==> config.mk <==
export PLATFORM = sky130hd
export DESIGN_NAME = timed_wait_slot_table_unit_flat
export DESIGN_NICKNAME = d
export VERILOG_FILES = /design/src/hdl/tws_pkg.sv /design/src/hdl/tws_if.sv /design/src/hdl/timed_wait_slot_table_unit.sv /design/src/hdl/tws_slot_mem.sv /design/src/hdl/tws_scan.sv /design/src/flat_wrapper.sv
export VERILOG_INCLUDE_DIRS = /design/src /design/src/hdl
export SDC_FILE = /design/constraint.sdc
export NUM_CORES = 1
export LEC_CHECK = 0
export BUFFER_PORTS_ARGS = -buffer_cell sky130_fd_sc_hd__buf_4
export CORE_ASPECT_RATIO = 0.9
export CORE_MARGIN = 4
export CORE_UTILIZATION = 55
export DETAILED_ROUTE_END_ITERATION = 6
export GPL_TIMING_DRIVEN = 0
export PLACE_DENSITY = 0.84
export SETUP_SLACK_MARGIN = 0.02
export SLEW_MARGIN = 20
export SYNTH_ARGS = -nofsm -noshare
export SYNTH_HDL_FRONTEND = slang
export SYNTH_SLANG_ARGS = --single-unit
export TNS_END_PERCENT = 50
==> constraint.sdc <==
create_clock -name clock -period 4.95 [get_ports clock]
set_clock_uncertainty 0.2 [all_clocks]
set_input_delay 0.495 -clock clock [delete_from_list [all_inputs] [get_ports clock]]
set_output_delay 0.495 -clock clock [all_outputs]
set_load 0.02 [all_outputs]
==> src/hdl/assert_macros.svh <==
// assertion macros shared by the timed wait slot table rtl
// depends on a clock named clock and a reset named reset in the using module
`ifndef ASSERT_MACROS_SVH
`define ASSERT_MACROS_SVH
`ifndef NO_ASSERTIONS
`define TWS_ASSERT_ALWAYS(label, cond, msg) \
   label: assert property (@(posedge clock) disable iff (reset) (cond)) else $error(msg);
`define TWS_ASSERT_NEXT(label, pre, post, msg) \
   label: assert property (@(posedge clock) disable iff (reset) (pre) |=> (post)) else $error(msg);
`else
`define TWS_ASSERT_ALWAYS(label, cond, msg)
`define TWS_ASSERT_NEXT(label, pre, post, msg)
`endif
`endif

==> src/hdl/tws_pkg.sv <==
// shared constants for the timed wait slot table
// no dependencies
package tws_pkg;
   localparam int SLOTS_DEF     = 8;
   localparam int COND_BITS_DEF = 8;
   localparam int CNT_W         = 16;
   localparam int SLOT_W        = 3;
   localparam int REL_W         = 16;
   localparam int COND_OUT_W    = 8;

   localparam logic [CNT_W-1:0] COUNT_LAST = 16'hFFFE;
   localparam logic [CNT_W-1:0] FREE_MARK  = 16'hFFFF;

   localparam logic KIND_TICK = 1'b0;
   localparam logic KIND_ARM  = 1'b1;
endpackage

==> src/hdl/tws_if.sv <==
// request and response channel interfaces of the timed wait slot table
// depends on tws_pkg
interface tws_req_if;
   import tws_pkg::*;
   logic                    valid;
   logic                    ready;
   logic                    kind;
   logic [SLOT_W-1:0]       slot;
   logic [REL_W-1:0]        reltime;
   logic [COND_OUT_W-1:0]   cond_id;
   modport source (output valid, kind, slot, reltime, cond_id, input ready);
   modport sink (input valid, kind, slot, reltime, cond_id, output ready);
endinterface

interface tws_rsp_if;
   import tws_pkg::*;
   logic                    valid;
   logic                    ready;
   logic [SLOT_W-1:0]       released_slot;
   logic [COND_OUT_W-1:0]   released_cond;
   logic                    last;
   modport source (output valid, released_slot, released_cond, last, input ready);
   modport sink (input valid, released_slot, released_cond, last, output ready);
endinterface

==> src/hdl/timed_wait_slot_table_unit.sv <==
// timed wait slot table: tick counter, slot memory and release scan
// an arm transfer does not hold off the input; after a tick transfer the input is held off
// while the scan walks the slots and a release is still parked, longer under response stalls
// the last release of a tick is presented once the scan has compared the lowest slot,
// earlier releases once the next lower match is read
// reset: counter zero, all slots free, condition ids not cleared; uses tws_slot_mem, tws_scan
module timed_wait_slot_table_unit #(
   parameter int SLOTS     = tws_pkg::SLOTS_DEF,
   parameter int COND_BITS = tws_pkg::COND_BITS_DEF
) (
   input  logic      clock,
   input  logic      reset,
   tws_req_if.sink   req_if,
   tws_rsp_if.source rsp_if
);
   import tws_pkg::*;

   localparam int IDX_W = (SLOTS > 1) ? $clog2(SLOTS) : 1;

   logic [CNT_W-1:0]     count_ff, count_in;
   logic                 busy;
   logic                 accept;
   logic                 tick_go;
   logic                 arm_go;
   logic [IDX_W-1:0]     arm_idx;
   logic [CNT_W-1:0]     next_count;
   logic [CNT_W-1:0]     dl_sum;
   logic [CNT_W-1:0]     arm_dl;
   logic                 rd_en;
   logic [IDX_W-1:0]     rd_idx;
   logic [CNT_W-1:0]     rd_dl;
   logic [COND_BITS-1:0] rd_cond;

   assign req_if.ready = !busy && !reset;

   always_comb begin
      accept     = req_if.valid && req_if.ready;
      tick_go    = accept && (req_if.kind == KIND_TICK);
      arm_go     = accept && (req_if.kind == KIND_ARM) && (32'(req_if.slot) < SLOTS);
      arm_idx    = IDX_W'(req_if.slot);
      next_count = count_ff + CNT_W'(1);
      dl_sum     = next_count + req_if.reltime;
      arm_dl     = (dl_sum == FREE_MARK) ? '0 : dl_sum;
      count_in   = count_ff;
      if (tick_go) begin
         count_in = (count_ff == COUNT_LAST) ? '0 : next_count;
      end
   end

   always_ff @(posedge clock) begin
      if (reset) begin
         count_ff <= '0;
      end else begin
         count_ff <= count_in;
      end
   end

   tws_slot_mem #(
      .SLOTS     (SLOTS),
      .COND_BITS (COND_BITS)
   ) u_mem (
      .clock   (clock),
      .wr_en   (arm_go),
      .wr_idx  (arm_idx),
      .wr_dl   (arm_dl),
      .wr_cond (COND_BITS'(req_if.cond_id)),
      .rd_en   (rd_en),
      .rd_idx  (rd_idx),
      .rd_dl   (rd_dl),
      .rd_cond (rd_cond)
   );

   tws_scan #(
      .SLOTS     (SLOTS),
      .COND_BITS (COND_BITS)
   ) u_scan (
      .clock   (clock),
      .reset   (reset),
      .start   (tick_go),
      .count   (count_ff),
      .arm_en  (arm_go),
      .arm_idx (arm_idx),
      .rd_en   (rd_en),
      .rd_idx  (rd_idx),
      .rd_dl   (rd_dl),
      .rd_cond (rd_cond),
      .busy    (busy),
      .rsp_if  (rsp_if)
   );
endmodule

==> src/hdl/tws_slot_mem.sv <==
// slot memory: deadline and condition id per slot, one write and one read port
// depends on tws_pkg
module tws_slot_mem #(
   parameter int SLOTS     = tws_pkg::SLOTS_DEF,
   parameter int COND_BITS = tws_pkg::COND_BITS_DEF,
   localparam int IDX_W    = (SLOTS > 1) ? $clog2(SLOTS) : 1
) (
   input  logic                      clock,
   input  logic                      wr_en,
   input  logic [IDX_W-1:0]          wr_idx,
   input  logic [tws_pkg::CNT_W-1:0] wr_dl,
   input  logic [COND_BITS-1:0]      wr_cond,
   input  logic                      rd_en,
   input  logic [IDX_W-1:0]          rd_idx,
   output logic [tws_pkg::CNT_W-1:0] rd_dl,
   output logic [COND_BITS-1:0]      rd_cond
);
   import tws_pkg::*;

   logic [CNT_W-1:0]     dl_mem   [SLOTS];
   logic [COND_BITS-1:0] cond_mem [SLOTS];

   always_ff @(posedge clock) begin
      if (wr_en) begin
         dl_mem[wr_idx]   <= wr_dl;
         cond_mem[wr_idx] <= wr_cond;
      end
   end

   always_ff @(posedge clock) begin
      if (rd_en) begin
         rd_dl   <= dl_mem[rd_idx];
         rd_cond <= cond_mem[rd_idx];
      end
   end
endmodule

==> src/hdl/tws_scan.sv <==
// release scan: walks the slot memory from the top slot down after a tick,
// holds one pending release to mark the last one, drives the response channel
// depends on tws_pkg, tws_rsp_if and assert_macros.svh
`include "assert_macros.svh"

module tws_scan #(
   parameter int SLOTS     = tws_pkg::SLOTS_DEF,
   parameter int COND_BITS = tws_pkg::COND_BITS_DEF,
   localparam int IDX_W    = (SLOTS > 1) ? $clog2(SLOTS) : 1
) (
   input  logic                      clock,
   input  logic                      reset,
   input  logic                      start,
   input  logic [tws_pkg::CNT_W-1:0] count,
   input  logic                      arm_en,
   input  logic [IDX_W-1:0]          arm_idx,
   output logic                      rd_en,
   output logic [IDX_W-1:0]          rd_idx,
   input  logic [tws_pkg::CNT_W-1:0] rd_dl,
   input  logic [COND_BITS-1:0]      rd_cond,
   output logic                      busy,
   tws_rsp_if.source                 rsp_if
);
   import tws_pkg::*;

   logic                  scan_act_ff, scan_act_in;
   logic [IDX_W-1:0]      scan_idx_ff, scan_idx_in;
   logic                  b_valid_ff, b_valid_in;
   logic [IDX_W-1:0]      b_idx_ff, b_idx_in;
   logic [SLOTS-1:0]      valid_ff, valid_in;
   logic                  hold_v_ff, hold_v_in;
   logic [IDX_W-1:0]      hold_slot_ff, hold_slot_in;
   logic [COND_BITS-1:0]  hold_cond_ff, hold_cond_in;
   logic                  rsp_valid_ff, rsp_valid_in;
   logic [SLOT_W-1:0]     rsp_slot_ff, rsp_slot_in;
   logic [COND_OUT_W-1:0] rsp_cond_ff, rsp_cond_in;
   logic                  rsp_last_ff, rsp_last_in;

   logic b_match;
   logic out_busy;
   logic stall;
   logic finish;
   logic push;

   always_comb begin
      b_match  = b_valid_ff && valid_ff[b_idx_ff] && (rd_dl == count);
      out_busy = rsp_valid_ff && !rsp_if.ready;
      stall    = b_match && hold_v_ff && out_busy;
      rd_en    = scan_act_ff && !stall;
      rd_idx   = scan_idx_ff;
      finish   = hold_v_ff && !scan_act_ff && !b_valid_ff && !out_busy;
      push     = (b_match && hold_v_ff && !stall) || finish;
      busy     = scan_act_ff || b_valid_ff || hold_v_ff;
   end

   always_comb begin
      scan_act_in  = scan_act_ff;
      scan_idx_in  = scan_idx_ff;
      b_valid_in   = b_valid_ff;
      b_idx_in     = b_idx_ff;
      valid_in     = valid_ff;
      hold_v_in    = hold_v_ff;
      hold_slot_in = hold_slot_ff;
      hold_cond_in = hold_cond_ff;
      rsp_valid_in = rsp_valid_ff;
      rsp_slot_in  = rsp_slot_ff;
      rsp_cond_in  = rsp_cond_ff;
      rsp_last_in  = rsp_last_ff;

      if (start) begin
         scan_act_in = 1'b1;
         scan_idx_in = IDX_W'(SLOTS - 1);
      end else if (rd_en) begin
         if (scan_idx_ff == '0) begin
            scan_act_in = 1'b0;
         end else begin
            scan_idx_in = scan_idx_ff - IDX_W'(1);
         end
      end

      if (!stall) begin
         b_valid_in = rd_en;
         if (rd_en) begin
            b_idx_in = scan_idx_ff;
         end
      end

      if (arm_en) begin
         valid_in[arm_idx] = 1'b1;
      end

      // new match: free the slot and park it until the next match or scan end
      if (b_match && !stall) begin
         valid_in[b_idx_ff] = 1'b0;
         hold_v_in          = 1'b1;
         hold_slot_in       = b_idx_ff;
         hold_cond_in       = rd_cond;
      end else if (finish) begin
         hold_v_in = 1'b0;
      end

      if (push) begin
         rsp_valid_in = 1'b1;
         rsp_slot_in  = SLOT_W'(hold_slot_ff);
         rsp_cond_in  = COND_OUT_W'(hold_cond_ff);
         rsp_last_in  = finish;
      end else if (rsp_if.ready) begin
         rsp_valid_in = 1'b0;
      end
   end

   always_ff @(posedge clock) begin
      if (reset) begin
         scan_act_ff  <= 1'b0;
         b_valid_ff   <= 1'b0;
         valid_ff     <= '0;
         hold_v_ff    <= 1'b0;
         rsp_valid_ff <= 1'b0;
      end else begin
         scan_act_ff  <= scan_act_in;
         b_valid_ff   <= b_valid_in;
         valid_ff     <= valid_in;
         hold_v_ff    <= hold_v_in;
         rsp_valid_ff <= rsp_valid_in;
      end
   end

   always_ff @(posedge clock) begin
      scan_idx_ff  <= scan_idx_in;
      b_idx_ff     <= b_idx_in;
      hold_slot_ff <= hold_slot_in;
      hold_cond_ff <= hold_cond_in;
      rsp_slot_ff  <= rsp_slot_in;
      rsp_cond_ff  <= rsp_cond_in;
      rsp_last_ff  <= rsp_last_in;
   end

   assign rsp_if.valid         = rsp_valid_ff;
   assign rsp_if.released_slot = rsp_slot_ff;
   assign rsp_if.released_cond = rsp_cond_ff;
   assign rsp_if.last          = rsp_last_ff;

   `TWS_ASSERT_ALWAYS(a_no_overwrite, !(push && out_busy), "result overwritten before transfer")
   `TWS_ASSERT_ALWAYS(a_start_idle, !(start && busy), "tick started while scan busy")
   `TWS_ASSERT_NEXT(a_slot_freed, b_match && !stall, !valid_ff[$past(b_idx_ff)], "released slot not freed")
   `TWS_ASSERT_NEXT(a_last_drains, push && finish, !hold_v_ff && rsp_last_ff, "last release not drained")
endmodule

==> src/flat_wrapper.sv <==
// flat-port wrapper written by rule: the top's interface ports become plain ports
module timed_wait_slot_table_unit_flat import tws_pkg::*;
#(
   parameter int SLOTS     = tws_pkg::SLOTS_DEF,
   parameter int COND_BITS = tws_pkg::COND_BITS_DEF
)
  (clock, reset, req_if_valid, req_if_kind, req_if_slot, req_if_reltime, req_if_cond_id, req_if_ready, rsp_if_valid, rsp_if_released_slot, rsp_if_released_cond, rsp_if_last, rsp_if_ready);
  tws_req_if req_if_i ();
  tws_rsp_if rsp_if_i ();
  input  logic clock;
  input  logic reset;
  input wire logic [$bits(req_if_i.valid)-1:0] req_if_valid;
  input wire logic [$bits(req_if_i.kind)-1:0] req_if_kind;
  input wire logic [$bits(req_if_i.slot)-1:0] req_if_slot;
  input wire logic [$bits(req_if_i.reltime)-1:0] req_if_reltime;
  input wire logic [$bits(req_if_i.cond_id)-1:0] req_if_cond_id;
  output wire logic [$bits(req_if_i.ready)-1:0] req_if_ready;
  output wire logic [$bits(rsp_if_i.valid)-1:0] rsp_if_valid;
  output wire logic [$bits(rsp_if_i.released_slot)-1:0] rsp_if_released_slot;
  output wire logic [$bits(rsp_if_i.released_cond)-1:0] rsp_if_released_cond;
  output wire logic [$bits(rsp_if_i.last)-1:0] rsp_if_last;
  input wire logic [$bits(rsp_if_i.ready)-1:0] rsp_if_ready;
  assign req_if_i.valid = req_if_valid;
  assign req_if_i.kind = req_if_kind;
  assign req_if_i.slot = req_if_slot;
  assign req_if_i.reltime = req_if_reltime;
  assign req_if_i.cond_id = req_if_cond_id;
  assign req_if_ready = req_if_i.ready;
  assign rsp_if_valid = rsp_if_i.valid;
  assign rsp_if_released_slot = rsp_if_i.released_slot;
  assign rsp_if_released_cond = rsp_if_i.released_cond;
  assign rsp_if_last = rsp_if_i.last;
  assign rsp_if_i.ready = rsp_if_ready;
  timed_wait_slot_table_unit #(.SLOTS(SLOTS), .COND_BITS(COND_BITS)) u_core (.clock(clock), .reset(reset), .req_if(req_if_i), .rsp_if(rsp_if_i));
endmodule
== After elaboration in Yosys (flattened, before gate mapping) ==
Memories as Yosys holds them, arrays and structs flattened. A register that Yosys moved wholly into a read port is not among the register bits.
Cells that the tools add are included.

* Register bits: 57
* Bits in writable memories: 192
* Input bits: 32
* Output and inout bits: 14
* Logic and storage cells: 85
* Memories: 2

* Add/sub/neg operators: 3
* Order comparisons: 4
* Equality and inequality tests: 3
* Muxes and demuxes: 19
* Bitwise operators: 6
* Reductions and logical operators: 35

{| class="wikitable"
|+ Memory list
! memory !! depth !! width !! read ports !! clocked after Yosys merged registers in !! write ports !! RTL line !! source
|-
| u_core.u_mem.dl_mem || 8 || 16 || 1 || 1 || 1 || tws_slot_mem.sv:20 || <nowiki>logic [CNT_W-1:0] dl_mem [SLOTS];</nowiki>
|-
| u_core.u_mem.cond_mem || 8 || 8 || 1 || 1 || 1 || tws_slot_mem.sv:21 || <nowiki>logic [COND_BITS-1:0] cond_mem [SLOTS];</nowiki>
|}

{| class="wikitable"
|+ Operator list
! operator !! count
|-
| == test 16 bit, second input constant || 2
|-
| 2-to-1 mux 16 bit || 2
|-
| logical AND 1 bit || 17
|-
| adder 16 x 1 -> 16 bit, second input constant || 1
|-
| adder 16 bit || 1
|-
| == test 16 bit || 1
|-
| 2-to-1 mux 8 bit || 2
|-
| 2-to-1 mux 1 bit || 12
|-
| bitwise AND 8 bit || 1
|-
| < comparator 3 x 4 -> 1 bit, second input constant || 2
|-
| inverter 8 bit || 1
|-
| OR 8 bit || 1
|-
| nonzero test 2 bit || 4
|-
| logical NOT 1 bit || 7
|-
| demux 1 bit (select 3 bit) || 2
|-
| >= comparator 3 x 1 -> 1 bit, second input constant || 2
|-
| AND reduction 2 bit || 3
|-
| binary-select mux 1 bit (select 3 bit) || 1
|-
| logical NOT 3 bit || 1
|-
| logical OR 1 bit || 3
|-
| inverter 1 bit || 3
|-
| subtractor 3 x 1 -> 3 bit, second input constant || 1
|}

== Depth between registers and ports, before layout ==
* Depth after elaboration: 10
* Mapped depth: 15

== By module ==
A second synthesis with hierarchy kept.

* Cells, all modules: 740
* Area total of the unflattened synthesis: 11873.9 sq um

{| class="wikitable"
|+ Modules (own cells, without submodules)
! module !! times used !! cells each !! area an instance (sq um) !! seq. area each (sq um)
|-
| tws_slot_mem || 1 || 314 || 8039.0 || 6486.2
|-
| timed_wait_slot_table_unit || 1 || 276 || 2039.5 || 320.3
|-
| tws_scan || 1 || 150 || 1795.5 || 1081.0
|}

== Worst setup path before layout ==
OpenSTA, ideal clock, no wires.

* Kind: register to register
* Start: register u_core.count_ff[0]
* End: memory u_core.u_mem.dl_mem[0][12] (data pin)
* Library setup time: 0.304 ns
* Arrival: 3.198 ns
* Required time: 4.446 ns
* Path slack: 1.248 ns
* Stages on the path, launching flop included: 15
* Buffers on the path: 1
* Cell sequence: dfxtp_1 > ha_1 > nand3_1 > nor2_1 > nand3_1 > xnor2_1 > ha_1 > nand2_1 > o21ai_0 > o221ai_1 > o311a_1 > xor2_2 > nor4b_4 > buf_6 > a21oi_1

* Longest elaborated chain between the ends: 4

{| class="wikitable"
|+ Ends and longest elaborated chain
! item !! RTL line !! source
|-
| start: declaration || timed_wait_slot_table_unit.sv:20 || <nowiki>logic [CNT_W-1:0] count_ff, count_in;</nowiki>
|-
| start signal: assignment || timed_wait_slot_table_unit.sv:54 || <nowiki>count_ff <= count_in;</nowiki>
|-
| adder 16 x 1 -> 16 bit * || timed_wait_slot_table_unit.sv:41 || <nowiki>next_count = count_ff + CNT_W'(1);</nowiki>
|-
| adder 16 bit * || timed_wait_slot_table_unit.sv:42 || <nowiki>dl_sum = next_count + req_if.reltime;</nowiki>
|-
| == test 16 bit || timed_wait_slot_table_unit.sv:43 || <nowiki>arm_dl = (dl_sum == FREE_MARK) ? '0 : dl_sum;</nowiki>
|-
| 2-to-1 mux 16 bit * || timed_wait_slot_table_unit.sv:43 ||
|-
| net u_core.arm_dl[12] || timed_wait_slot_table_unit.sv:28 || <nowiki>logic [CNT_W-1:0] arm_dl;</nowiki>
|-
| end: declaration || tws_slot_mem.sv:20 ||
|}

Mark *: on every way through the listed nets, which the timed path passes. The rest lies on a longest branch.

== Final worst setup path ==
* Start: register u_core.count_ff[0]
* End: memory u_core.u_mem.dl_mem[2][14] (data pin)

Same word-level chain as after synthesis.

==> impl_metrics.ini <==
[logic_synthesis]
syn-cell-area_mm2 = 0.01152
synth-edff-count = 242
ys_seq_area_share_pct = 68.44
yosysUniqueCellTypes = 53
synth_flop_cell = edfxtp_1
synth_commonest_cells = 242 x edfxtp_1, 55 x nor2_1, 50 x mux4_2
ys_warn_count = 0
synth_top_area_share_pct = 63.06
syn_nets = 752
async_reset_ff_share_pct = 0
synth_area_leaders = edfxtp_1 63%, mux4_2 9.8%, dfxtp_1 5.4%
synth-seq-cells = 273
synth_most_common_cell = edfxtp_1
syn_avg_cell_area_um2 = 16.56
yosysTopAreaCell = edfxtp_1
netlist_instances = 696

[finish]
antenna_cells = 0
post-route-util_pct = 65.28
design_area_mm2 = 0.01325
final-seq-area_mm2 = 0.007888
nets = 837
n_fill_cell = 1289
instances_no_fill = 1075
synthToLayoutAreaGrowth_pct = 14.95
multi_input_area_mm2 = 0.003522
drive_gt1_share_pct = 24.65

[grt]
grt_pass1_wl_um = 39650
grt_overflow = 0
grt_usage_pct = 21.75
grt_pass1_vias = 6817
grt_max_degree = 22
antenna_found_initial = 0

[place]
hpwl_um = 16520
placedCellCount = 1034
gp_routability_congestion = 0.8611
post_dp_cell_area_mm2 = 0.01249
place.port_buffers = 45
post-place-ws_ps = 116.6

[drt]
drt_iter0_drc = 762
drc = 0
ant_nets = 0
vias = 6706
routedWlPerCell_um = 23.61
avgViaCountPerCell = 6.238
totalWireLength_um = 25380
drt-pass1-iter-count = 6

[clock_network]
cts_hold_buf = 0
clockBufferDepth = 3
tritoncts = built
clock-sinks = 273
cts_resized = 0
cts_setup_buffers = 0
clock_latency_ps = 510
numCtsBuffers = 25
root_buffer = clkbuf_16
path_clk_slew_ps = 60
h-tree-depth = 1

[sta]
grt_setup_unrepaired = yes
setup_viol = 0
timing.final.ws_setup_ps = 18.94
fin_crit_sh_pct = 99.62
drv_slew = 0
whs_ps = 20.62
worst_pin_slew_ps = 954.0
hold_violations = 0
slew_headroom_pct = 36.40
min_period_ps = 4931
fmax_ghz = 0.2028
fin_tns_setup_ps = 0

[setup_path]
path_cells = ha_1 -> nand3_1 -> nor2_1 -> xor2_1 -> ha_1 -> clkbuf_2 -> nand2_1 -> nor2_1 -> a211oi_2 -> a211oi_1 -> a311oi_1 -> nor4_4 -> buf_2 -> a21oi_1
crit_fanout = 10
critPathArrivalTime_ps = 4930
worst-path-buf-inv = 2
critPathMaxStageDelay_ps = 620
cp.required_ps = 4950
worstSetupPathType = register to register
crit_slowest_cell = a21oi_1
worstSetupEndpointType = register
cpLargestDelayFamily = compound AO/OA/AOI/OAI gates
startpoint_type = register

[floorplanning]
core-area_mm2 = 0.02029
fp.dieH_um = 145.3
ios = 46
start_util_pct = 56.79
die_w_um = 160.6
die_area_mm2 = 0.02334
num_rows = 49

[power]
swShare_pct = 23.39
leakagePower_nw = 4.541
power_mw = 5.290
clkPwrFrac_pct = 33.8
ir_worst_vdd_v = 0.0002243
p_int_mw = 4.052
power_frac_comb_pct = 16.9
p_sw_mw = 1.237
p_seq_share_pct = 49.4
powerDensity_mw_per_mm2 = 399.3

[run]
max_cap_viol_count = 0

[status]
status = finished, final reports clean

[min_path]
hold_class = input port to register
sequential cells by signal, summed over array words and instances (netlist names):
name / count
u_core.u_mem.dl_mem: 128
u_core.u_scan.b_valid_ff: 1
u_core.u_scan.hold_cond_ff: 8
u_core.u_mem.rd_dl: 16
u_core.u_scan.hold_slot_ff: 3
u_core.u_mem.rd_cond: 8
u_core.u_scan.b_idx_ff: 3
u_core.u_scan.rd_idx: 3
u_core.u_scan.hold_v_ff: 1
u_core.u_scan.valid_ff: 8
u_core.u_scan.rsp_if.released_slot: 3
u_core.count_ff: 16
u_core.u_scan.rsp_if.last: 1
u_core.u_mem.cond_mem: 64
u_core.u_scan.scan_act_ff: 1
u_core.u_scan.rsp_if.valid: 1
u_core.u_scan.rsp_if.released_cond: 8
path summary, 6_finish.rpt:
kind                                      endpoint  cells after the start                           from  slack (ps)
max                     u_core.u_mem.dl_mem[2][14]                     14             u_core.count_ff[0]          20
min                    u_core.u_mem.cond_mem[2][2]                      1              req_if_cond_id[2]          20
max reg2reg             u_core.u_mem.dl_mem[2][14]                     14             u_core.count_ff[0]          20
min reg2reg  u_core.u_scan.rsp_if.released_cond[6]                      0  u_core.u_scan.hold_cond_ff[6]         220
cells in the final DEF (no fill, tap or decap), types with 6 or more instances in the layout:
cell and instances:
xor2_1 24, nor3_1 8, a31oi_1 6, xnor2_1 18, mux4_2 50, edfxtp_1 242, a21oi_1 32, nand2b_1 9
inv_1 13, ha_1 23, a22oi_1 6, clkbuf_16 25, buf_2 9, mux2_2 24, nor2_4 6, nor3b_1 6
nand3_1 8, buf_4 51, nand4_1 11, clkinv_1 7, dfxtp_1 31, nand2_1 21, o21bai_1 6, clkbuf_1 23
nor2_1 48, o21ai_0 10
cell families after synthesis:
group           count (synthesis)  share of synthesized area (%)
xor+xnor                       43                          3.333
buf+inv                        46                          1.672
compound gates                 90                          5.081
simple gates                  141                          6.253
fa+ha+maj                      24                          2.671
mux                            79                          12.55
flops                         273                          68.44
power groups by stage:
stage	registers (mW)	clock network (mW)	logic, mW
2_1_floorplan	2.65	0	0.647
3_5_place_dp	2.66	0	0.872
4_1_cts	2.61	1.80	0.899
3_3_place_gp	2.66	0	0.832
6_report	2.61	1.79	0.891
5_1_grt	2.61	1.91	0.960
per-layer routing:
layer	share of wire (%)	vias up	wire length (um)	GRT usage, %
met2	51	340	12950	37.00
met4	2.3	0	588	5.634
met1	40	3414	10020	30.08
li1	-	2896	-	-
met3	7.1	56	1812	2.893
met5	0	-	0	0
final cells by class:
class	instances	share of cell area (%)
Sequential cell	273	59.54
Clock buffer	29	4.836
Tap cell	280	2.645
Clock inverter	12	0.7650
Timing Repair Buffer	58	4.175
Inverter	13	0.3683
Multi-Input combinational cell	377	26.59
Buffer	33	1.086
(Power assumes the default switching activity.)
